File: src/rtl/max_flow_min_cut_engine_top_macros.svh
// ----------------------------------------------------------------------------
// max flow engine assertion macros
// shared property shorthands for the engine's modules
// ----------------------------------------------------------------------------
`ifndef MAX_FLOW_MIN_CUT_ENGINE_TOP_MACROS_SVH
`define MAX_FLOW_MIN_CUT_ENGINE_TOP_MACROS_SVH

// same-cycle implication
`define MFMC_ASSERT_IMP(lbl, clk, rst_n, ante, cons) \
	lbl: assert property (@(posedge clk) disable iff (!rst_n) (ante) |-> (cons)) \
		else $error("mfmc assertion failed");

// next-cycle implication
`define MFMC_ASSERT_NXT(lbl, clk, rst_n, ante, cons) \
	lbl: assert property (@(posedge clk) disable iff (!rst_n) (ante) |=> (cons)) \
		else $error("mfmc assertion failed");

`endif

File: src/rtl/mfmc_pkg.sv
// ----------------------------------------------------------------------------
// mfmc_pkg
// types and constants shared by the max flow engine
// ----------------------------------------------------------------------------
package mfmc_pkg;

	localparam int NODE_W = 6;
	localparam int CAP_W  = 30;
	localparam int FLOW_W = 32;
	localparam int NC_W   = 7;

	localparam int DEF_MAX_NODES = 64;
	localparam int DEF_MAX_EDGES = 1024;

	localparam logic [CAP_W-1:0] INF_CAP        = 30'd1000000007;
	localparam logic [NC_W-1:0]  NODE_COUNT_RST = 7'd64;

	typedef enum logic {
		FUNC_ADD = 1'b0,
		FUNC_RUN = 1'b1
	} func_t;

	typedef struct packed {
		func_t             func;
		logic [NODE_W-1:0] from_node;
		logic [NODE_W-1:0] to_node;
		logic [CAP_W-1:0]  capacity;
		logic [NODE_W-1:0] source_node;
		logic [NODE_W-1:0] sink_node;
	} in_item_t;

	typedef struct packed {
		logic [FLOW_W-1:0] flow_total;
		logic [NODE_W-1:0] node_index;
		logic              source_side;
		logic              edge_overflow;
		logic              last;
	} out_item_t;

	// one table word holds an edge and its reverse companion as residuals
	typedef struct packed {
		logic [NODE_W-1:0] u;
		logic [NODE_W-1:0] v;
		logic [CAP_W-1:0]  r0;
		logic [CAP_W-1:0]  r1;
	} pair_t;

	typedef enum logic [3:0] {
		S_IDLE,
		S_START,
		S_INIT,
		S_DEQ,
		S_LOAD,
		S_SRD,
		S_E0,
		S_E1,
		S_AUG,
		S_APAR,
		S_AEDGE,
		S_AUPD,
		S_REP
	} state_t;

	typedef struct packed {
		logic add;
		logic run_load;
		logic clr_seen;
		logic init_search;
		logic load_u;
		logic eval;
		logic half;
		logic pair_next;
		logic aug_start;
		logic edge_rd;
		logic aug_upd;
		logic rep_load;
	} cmd_t;

	typedef struct packed {
		logic src_ok;
		logic q_empty;
		logic scan_end;
		logic found;
		logic at_src;
		logic rep_last;
		logic out_free;
	} sts_t;

endpackage

File: src/rtl/mfmc_ctrl.sv
// ----------------------------------------------------------------------------
// mfmc_ctrl
// sequencer for edge loads, searches, augments and the cut report
// ----------------------------------------------------------------------------
`include "max_flow_min_cut_engine_top_macros.svh"

module mfmc_ctrl import mfmc_pkg::*; (
	input  logic  clk,
	input  logic  arst_n,
	input  logic  in_valid,
	input  func_t func,
	output logic  in_ready,
	input  sts_t  sts,
	output cmd_t  cmd
);

	state_t state_q;
	state_t state_d;
	logic   accept;

	assign in_ready = state_q == S_IDLE;
	assign accept   = in_valid && in_ready;

	always_ff @(posedge clk or negedge arst_n) begin
		if (!arst_n) begin
			state_q <= S_IDLE;
		end else begin
			state_q <= state_d;
		end
	end

	always_comb begin
		state_d = state_q;
		unique case (state_q)
			S_IDLE: begin
				if (accept && func == FUNC_RUN) state_d = S_START;
			end
			S_START: state_d = sts.src_ok ? S_INIT : S_REP;
			S_INIT:  state_d = S_DEQ;
			S_DEQ:   state_d = sts.q_empty ? S_REP : S_LOAD;
			S_LOAD:  state_d = S_SRD;
			S_SRD:   state_d = sts.scan_end ? S_DEQ : S_E0;
			S_E0:    state_d = sts.found ? S_AUG : S_E1;
			S_E1:    state_d = sts.found ? S_AUG : S_SRD;
			S_AUG:   state_d = S_APAR;
			S_APAR:  state_d = sts.at_src ? S_INIT : S_AEDGE;
			S_AEDGE: state_d = S_AUPD;
			S_AUPD:  state_d = S_APAR;
			S_REP: begin
				if (sts.out_free && sts.rep_last) state_d = S_IDLE;
			end
			default: state_d = S_IDLE;
		endcase
	end

	always_comb begin
		cmd = '0;
		unique case (state_q)
			S_IDLE: begin
				cmd.add      = accept && func == FUNC_ADD;
				cmd.run_load = accept && func == FUNC_RUN;
			end
			S_START: cmd.clr_seen    = !sts.src_ok;
			S_INIT:  cmd.init_search = 1'b1;
			S_LOAD:  cmd.load_u      = 1'b1;
			S_E0: begin
				cmd.eval = 1'b1;
			end
			S_E1: begin
				cmd.eval      = 1'b1;
				cmd.half      = 1'b1;
				cmd.pair_next = 1'b1;
			end
			S_AUG:   cmd.aug_start = 1'b1;
			S_AEDGE: cmd.edge_rd   = 1'b1;
			S_AUPD:  cmd.aug_upd   = 1'b1;
			S_REP:   cmd.rep_load  = sts.out_free;
			default: cmd = '0;
		endcase
	end

	`MFMC_ASSERT_IMP(a_busy_not_ready, clk, arst_n, state_q != S_IDLE, !in_ready)

endmodule

File: config.mk
export PLATFORM = sky130hd
export DESIGN_NAME = mfmc_ctrl
export DESIGN_NICKNAME = d
export VERILOG_FILES = /design/src/rtl/mfmc_pkg.sv /design/src/rtl/mfmc_ctrl.sv
export VERILOG_INCLUDE_DIRS = /design/src /design/src/rtl
export SDC_FILE = /design/constraint.sdc
export NUM_CORES = 1
export LEC_CHECK = 0
export ABC_AREA = 1
export BUFFER_PORTS_ARGS = -buffer_cell sky130_fd_sc_hd__buf_2
export CORE_AREA = 5 5 42 44
export DETAILED_ROUTE_END_ITERATION = 10
export DIE_AREA = 0 0 47 49
export PLACE_DENSITY_LB_ADDON = 0.05
export REMOVE_ABC_BUFFERS = 1
export SETUP_SLACK_MARGIN = 0.3
export SYNTH_ARGS = -nofsm -noshare
export SYNTH_HDL_FRONTEND = slang
export SYNTH_SLANG_ARGS = --single-unit
export TNS_END_PERCENT = 50
File: constraint.sdc
create_clock -name clk -period 1.3 [get_ports clk]
set_input_delay 0.13 -clock clk [delete_from_list [all_inputs] [get_ports clk]]
set_output_delay 0.13 -clock clk [all_outputs]
set_load 0.02 [all_outputs]
Word level (Yosys, flattened, before mapping)
Index checks and enable logic that the tools add are counted.
{ "word_totals": {"input_bits": 11, "word_cells": 44, "output_inout_bits": 13, "regBits": 4} }
{ "op_classes": {"n_eq_ne": 14, "bitwise_logic": 1, "n_reduce_logical": 9, "muxes": 19} }
{ "ops": {"columns": ["op", "n"], "rows": [
  ["$pmux 4 s12", 1],
  ["$mux 4", 7],
  ["$eq 4x4->1 const B", 5],
  ["$eq 4x3->1 const B", 4],
  ["$eq 4x2->1 const B", 2],
  ["$mux 1", 8],
  ["$eq 4x1->1 const B", 1],
  ["$logic_and 1x1->1", 4],
  ["$logic_not 4->1", 1],
  ["$mux 2", 2],
  ["$reduce_or 2->1", 2],
  ["$mux 3", 1],
  ["$ne 2x1->1 const B", 1],
  ["$ne 2x2->1 const B", 1],
  ["$reduce_and 2->1", 1],
  ["$logic_not 1->1", 1],
  ["$not 1->1", 1]
]} }

Longest topological paths before layout
Gate-level depths: netlist of run 1.
{ "logic_depth": {"depth_word": 5, "ltp_mapped": 7, "mapped_depth_nobuf": 7} }

Worst setup path before layout of run 1
No wires, ideal clock.
{ "synth_path": {"kind": "register to output", "startpoint": "register state_q[3]", "endpoint": "output port cmd[10] (netlist name)", "t_arrival_ns": 1.331, "t_required_ns": 1.170, "path_stages_with_launch": 6, "path_buffers": 0, "slack_ns": -0.161, "path_cell_list": "dfrtp_1 > nor2_2 > inv_1 > nor2_2 > nand2_1 > nor2_1"} }
{ "synth_rtl": {"columns": ["item", "line_no", "source"], "rows": [
  ["start, declared", "mfmc_ctrl.sv:17", "state_t state_q;"],
  ["start signal, assigned", "mfmc_ctrl.sv:28", "state_q <= state_d;"],
  ["end, declared", "mfmc_ctrl.sv:14", "output cmd_t cmd"]
]} }

==> results.cfg, run 1 <==
[status]
outcome = complete, but fails checks
failing_checks = setup timing

[routing]
vias = 618
detail_route.iter0.violations = 13
routed_wl_um = 1520
drt_pass1_iterations = 4
drt_drc_violations_left = 0
detail-route-antenna-nets = 0
wire_per_inst_um = 12.1
avgViaCountPerCell = 4.90

[worst_setup_path]
cp_data_required_time_ns = 1.17
cp.arrival_ns = 1.30
crit_type = register to output port
worst-path-max-fanout = 5
setup.worst_path.end_class = output port
worst_setup_path_start_kind = register

[logic_synthesis]
synth.yosys.seq_area_share = 0.229
ys_warn_count = 0
netlist_instances = 75
synthesis.area_per_instance_um2 = 5.82
syn_area_um2 = 437
ys_types = 16
synth.ff_latch_count = 4

[layout]
multiInputGateArea_um2 = 323
largest_register_ffs = 4
antennaDiodeCount = 0
finalInstanceArea_um2 = 763
registers.top_by_ff_count = state_q
footprint_of_the_flip_flops_and_latches_um2 = 104
largestRegisters = state_q: 4 flops
area_growth_pct = 74.8
nFillCells = 148
share_of_layout_cells_above_drive_strength_1 = 0.573
num-nets-final = 123

[sta]
unrepaired_setup_endpoints_after_global_routing = true
layout_setup_ws_ns = -0.127
finClkSkew_ns = 0.0110
timing_max_transition_violations_final = 0
worst_slew_pin_slew_ns = 0.214
achievable-frequency_ghz = 0.701
finalSetupViolations = 10
tmin_final_ns = 1.43
number_of_endpoints_with_negative_hold_slack_in_the_final_report = 0
layout_worst_path_cycle_share = 1.10
worst_slew_margin_rel = 0.856

[clock_network]
clock_sinks = 4
cts_htree_levels = 1
tritoncts_clock_tree = built
clock_pin_slew_of_the_registers_on_the_worst_case_setup_and_hold_paths_ns = 0.05
ctsRootBufferMaster = sky130_fd_sc_hd__clkbuf_4
clock_latency_ns = 0.25
cts_max_path_buffers = 2
numCtsBuffers = 3

[floorplan]
vertical_extent_of_the_die_um = 49
floorplan.die_area_mm2 = 0.00230
die_x_um = 47
num_io_pins = 24
placement_rows = 14
initial_core_util = 0.312
core_region_area_mm2 = 0.00140

[grt]
antenna_found_initial = 0
grt_overflow = 0
globalRouteTotalUtil = 0.139
grt_pass1_vias = 549
grt_start_max_net_pins = 7
wire_length_of_the_first_global_routing_pass_um = 2300

[power]
ir_worst_vdd_mv = 0.899
power.leakage_nw = 0.428
pwr-share-clk = 0.094
power_switching_mw = 0.941
power.share.sequential = 0.175
comb_power_share = 0.730
power_switching_share = 0.528
power_density_mw_per_mm2 = 2330
cellInternalPower_mw = 0.840

[placed_design]
dpl_cell_area_um2 = 587
buffer_ports.inserted = 23
hpwlAfterDp_um = 1120
place.gp.congestion = 0.747
place_worst_setup_slack_ns = 0.0552

[flow_run]
max_cap_violations = 0

[hold_path]
type_of_the_most_critical_hold_path = input port to asynchronous set/reset pin
## critical path, stage by stage, from the launching register on
cell                      delay, ns
sky130_fd_sc_hd__dfrtp_2       0.47
sky130_fd_sc_hd__inv_4         0.09
sky130_fd_sc_hd__nand2_4       0.06
sky130_fd_sc_hd__nor2_4        0.12
sky130_fd_sc_hd__nand2_2       0.07
sky130_fd_sc_hd__nor2_2        0.10
sky130_fd_sc_hd__buf_4         0.14
## synthesized netlist by cell type, drive strengths merged
cell type,n,area share
nand4,3,0.043
nor4,1,0.014
o21ai,1,0.011
nand3,6,0.069
o211ai,1,0.017
nand2,21,0.19
nor2,19,0.23
dfrtp,4,0.23
nor3,1,0.011
inv,15,0.13
nand3b,2,0.034
buf,1,0.017
## path summary, 6_finish.rpt
path | startpoint | end | slack, ns | cells past startpoint
min in group clk | sts[6] | state_q[1]$_DFFE_PN0P_ | 0.22 | 3
min reg2reg | state_q[3]$_DFFE_PN0P_ | state_q[1]$_DFFE_PN0P_ | 0.74 | 3
max | state_q[1]$_DFFE_PN0P_ | cmd[10] | -0.13 | 6
min | arst_n | state_q[3]$_DFFE_PN0P_ | 0.21 | 2
max in group asynchronous | arst_n | state_q[2]$_DFFE_PN0P_ | 0.93 | 2
max reg2reg | state_q[3]$_DFFE_PN0P_ | state_q[3]$_DFFE_PN0P_ | 0.09 | 7
## power groups by stage
stage | sequential, mW | clock (mW) | combinational (mW)
2_1_floorplan | 0.269 | 0 | 0.650
3_3_place_gp | 0.278 | 0 | 0.950
3_5_place_dp | 0.279 | 0 | 0.945
4_1_cts | 0.283 | 0.168 | 1.14
5_1_grt | 0.318 | 0.178 | 1.41
6_report | 0.312 | 0.168 | 1.30
## cell type report
| class | instances | share of cell area |
|---|---|---|
| Tap cell | 16 | 0.0262 |
| Multi-Input combinational cell | 55 | 0.423 |
| Inverter | 15 | 0.0803 |
| Clock buffer | 3 | 0.0295 |
| Timing Repair Buffer | 33 | 0.305 |
| Sequential cell | 4 | 0.136 |
## layer usage
metal | GRT usage | up-vias | part of all wire
li1 | - | 302 | -
met1 | 0.148 | 286 | 0.36
met2 | 0.238 | 24 | 0.55
met3 | 0.0590 | 6 | 0.075
met4 | 0.0415 | 0 | 0.0092
met5 | 0 | - | 0
## stage by stage
step	util	hold slack, ns	setup TNS [ns]	total power, mW	instances
2_1_floorplan	-	-0.166	-0.396	0.918	74
3_3_place_gp	0.419	-0.0555	0	1.23	116
3_5_place_dp	0.419	-0.0551	0	1.22	116
4_1_cts	0.496	0.209	-0.504	1.59	123
5_1_grt	0.545	0.220	-1.36	1.90	126
6_report	0.545	0.214	-0.692	1.78	126
## cell usage in the layout, fill, tap and decap left out, drive strengths merged
cell type    instances
buf                 32
nor4                 1
nand3                6
clkbuf               3
nand2               21
dfrtp                4
o21ai                1
o211ai               1
nand4                3
nor3                 1
dlygate4sd3          1
inv                 15
nand3b               2
nor2                19
## cells by family after synthesis
| logic type | count (synthesis) | share of synthesized area |
|---|---|---|
| flip-flops | 4 | 0.229 |
| AND/OR/NAND/NOR | 53 | 0.596 |
| AO/OA/AOI/OAI | 2 | 0.0286 |
| buffers and inverters | 16 | 0.146 |
## repair_timing
action / in CTS / in global routing
buffers inserted: 3 / 3
resized for setup: 19 / 17
endpoints found under the hold margin: 4 / 0
endpoints found under the setup margin: 17 / 17
hold buffers: 1 / 0
pin swaps: 6 / 7
Power figures use the tool's default switching activity.
==> inputs of run 2 (changes only) <==
--- a/config.mk
+++ b/config.mk
@@ -11,9 +11,10 @@
 export CORE_AREA = 5 5 42 44
 export DETAILED_ROUTE_END_ITERATION = 10
 export DIE_AREA = 0 0 47 49
+export MAX_ROUTING_LAYER = met4
 export PLACE_DENSITY_LB_ADDON = 0.05
 export REMOVE_ABC_BUFFERS = 1
-export SETUP_SLACK_MARGIN = 0.3
+export SETUP_SLACK_MARGIN = 0.05
 export SYNTH_ARGS = -nofsm -noshare
 export SYNTH_HDL_FRONTEND = slang
 export SYNTH_SLANG_ARGS = --single-unit
==> run 2 against run 1 <==
Compared with the run above: the run still ends with setup timing left; non-clock buffer count down 1; fmax about the same; clock skew down 0.0030 ns; flip-flop and latch count unchanged; sequential share of layout area up 0.20 points; final cell count down 0.79%; wire length up 1.3%; cell area down 1.5%; via count down 2.9%; register-to-register slack about the same; clock-buffer cell count unchanged; sequential power about the same; critical path type unchanged; critical endpoint unchanged; largest power group unchanged.
==> results.cfg, run 2 (same netlist as run 1, synthesis figures left out) <==
[status]
outcome = complete, but fails checks
failing_checks = setup timing

[sta]
achievable-frequency_ghz = 0.701
worst_slew_margin_rel = 0.856
layout_worst_path_cycle_share = 1.10
number_of_endpoints_with_negative_hold_slack_in_the_final_report = 0
tmin_final_ns = 1.43
finalSetupViolations = 10
worst_slew_pin_slew_ns = 0.214
timing_max_transition_violations_final = 0
tns_ns = -0.842
layout_setup_ws_ns = -0.127
unrepaired_setup_endpoints_after_global_routing = true
finClkSkew_ns = 0.00800

[routing]
avgViaCountPerCell = 4.80
routed_wl_um = 1540
wire_per_inst_um = 12.3
detail_route.iter0.violations = 13
detail-route-antenna-nets = 0
drt_pass1_iterations = 4
vias = 600
drt_drc_violations_left = 0

[hold_path]
type_of_the_most_critical_hold_path = input port to register
hold-path-endpoint = state_q[1]$_DFFE_PN0P_
hp-start = sts[6]
timing.hold.worst_path_depth = 3

[clock_network]
ctsRootBufferMaster = sky130_fd_sc_hd__clkbuf_4
clock_pin_slew_of_the_registers_on_the_worst_case_setup_and_hold_paths_ns = 0.04
numCtsBuffers = 3
tritoncts_clock_tree = built
cts_max_path_buffers = 2
clock_sinks = 4
cts_htree_levels = 1
clock_latency_ns = 0.24

[grt]
globalRouteTotalUtil = 0.141
wire_length_of_the_first_global_routing_pass_um = 2300
grt_pass1_vias = 552
antenna_found_initial = 0
grt_start_max_net_pins = 7
grt_overflow = 0

[placed_design]
place.gp.congestion = 0.757
place_worst_setup_slack_ns = 0.0552
buffer_ports.inserted = 23
hpwlAfterDp_um = 1120
place.detailed.instances = 116

[layout]
nFillCells = 146
area_growth_pct = 72.2
finish.cell_count_without_fillers = 125
largestRegisters = state_q: 4 flops
registers.top_by_ff_count = state_q
share_of_layout_cells_above_drive_strength_1 = 0.560
largest_register_ffs = 4
antennaDiodeCount = 0
mostFrequentLayoutCells = sky130_fd_sc_hd__nand2_1 (17), sky130_fd_sc_hd__buf_4 (16), sky130_fd_sc_hd__buf_2 (12), sky130_fd_sc_hd__inv_1 (9), sky130_fd_sc_hd__nor2_2 (7)
final_common_cell = sky130_fd_sc_hd__nand2_1
num-nets-final = 122

[floorplan]
floorplan.die_area_mm2 = 0.00230
die_x_um = 47
vertical_extent_of_the_die_um = 49
num_io_pins = 24
initial_core_util = 0.312
core_region_area_mm2 = 0.00140
placement_rows = 14

[power]
pwr-share-clk = 0.094
power_switching_share = 0.533
cellInternalPower_mw = 0.814
comb_power_share = 0.727
power_density_mw_per_mm2 = 2320
ir_worst_vdd_mv = 0.978
power.share.sequential = 0.179
power.leakage_nw = 0.421
power_switching_mw = 0.930

[worst_setup_path]
critical_r2r_launch = state_q[0]$_DFFE_PN0P_
cp.arrival_ns = 1.30
worst_setup_path_start_kind = register
r2r_cells = 7
crit-reg2reg-capture = state_q[2]$_DFFE_PN0P_
regToRegSetupSlack_ns = 0.08
crit_type = register to output port
worst-path-max-fanout = 5
setup.worst_path.end_class = output port
cp_data_required_time_ns = 1.17

[flow_run]
max_cap_violations = 0
## run 2: changes by cell type in the layout (fill, tap and decap cells not counted), sizes merged
cell and change:
buf -1
## run 2: worst max path at each step
stage,from,to,slack [ns],cells past startpoint
floorplan,state_q[3]$_DFFE_PN0P_,cmd[10],-0.16,5
global placement,state_q[3]$_DFFE_PN0P_,cmd[2],0.06,5
detailed placement,state_q[1]$_DFFE_PN0P_,cmd[11],0.06,6
CTS,state_q[2]$_DFFE_PN0P_,cmd[10],-0.09,6
global route,state_q[2]$_DFFE_PN0P_,cmd[10],-0.18,6
finish,state_q[2]$_DFFE_PN0P_,cmd[10],-0.13,6
## run 2: timing repair
item	in CTS	in global routing
hold endpoints to repair	4	0
pin swaps	2	8
gates resized for setup	17	18
buffers inserted	3	2
hold buffers	1	0
setup endpoints to repair	13	15
## run 2: critical path, cell delays in order (launching register included)
cell and delay, ns:
sky130_fd_sc_hd__dfrtp_2 0.47, sky130_fd_sc_hd__nor2_4 0.14, sky130_fd_sc_hd__inv_2 0.05, sky130_fd_sc_hd__nor2_4 0.09, sky130_fd_sc_hd__nand2_2 0.07, sky130_fd_sc_hd__nor2_2 0.10, sky130_fd_sc_hd__buf_4 0.14
## run 2: metal layers
metal  wire length (µm)  vias up  global-route usage  part of all wire
li1                   -      301                   -                 -
met1                598      275               0.150              0.39
met2                826       20               0.240              0.54
met3                 87        4              0.0443             0.056
met4                 31        0              0.0415             0.020
met5                  0        -                   -                 0
## run 2: metrics by stage
| step | area, µm² | hold slack (ns) | util | power (mW) |
|---|---|---|---|---|
| finish | 752 | 0.214 | 0.537 | 1.74 |
| global placement | 587 | -0.0555 | 0.419 | 1.23 |
| global route | 752 | 0.225 | 0.537 | 1.86 |
| CTS | 688 | 0.209 | 0.491 | 1.57 |
| floorplan | 429 | -0.166 | - | 0.918 |
| detailed placement | 587 | -0.0551 | 0.419 | 1.22 |
## run 2: cell type report
type / count / area [µm²] / share of cell area
inverter: 15 / 61.3 / 0.0815
sequential: 4 / 104 / 0.138
timing repair buffer: 32 / 224 / 0.298
clock buffer: 3 / 22.5 / 0.0300
multi-input combinational: 55 / 320 / 0.426
tap: 16 / 20.0 / 0.0266
## run 2: power groups by stage
stage               Clock (mW)  Combinational [mW]  Sequential, mW
global placement             0               0.950           0.278
CTS                      0.168                1.12           0.281
floorplan                    0               0.650           0.269
global route             0.174                1.37           0.316
finish                   0.164                1.27           0.312
detailed placement           0               0.945           0.279
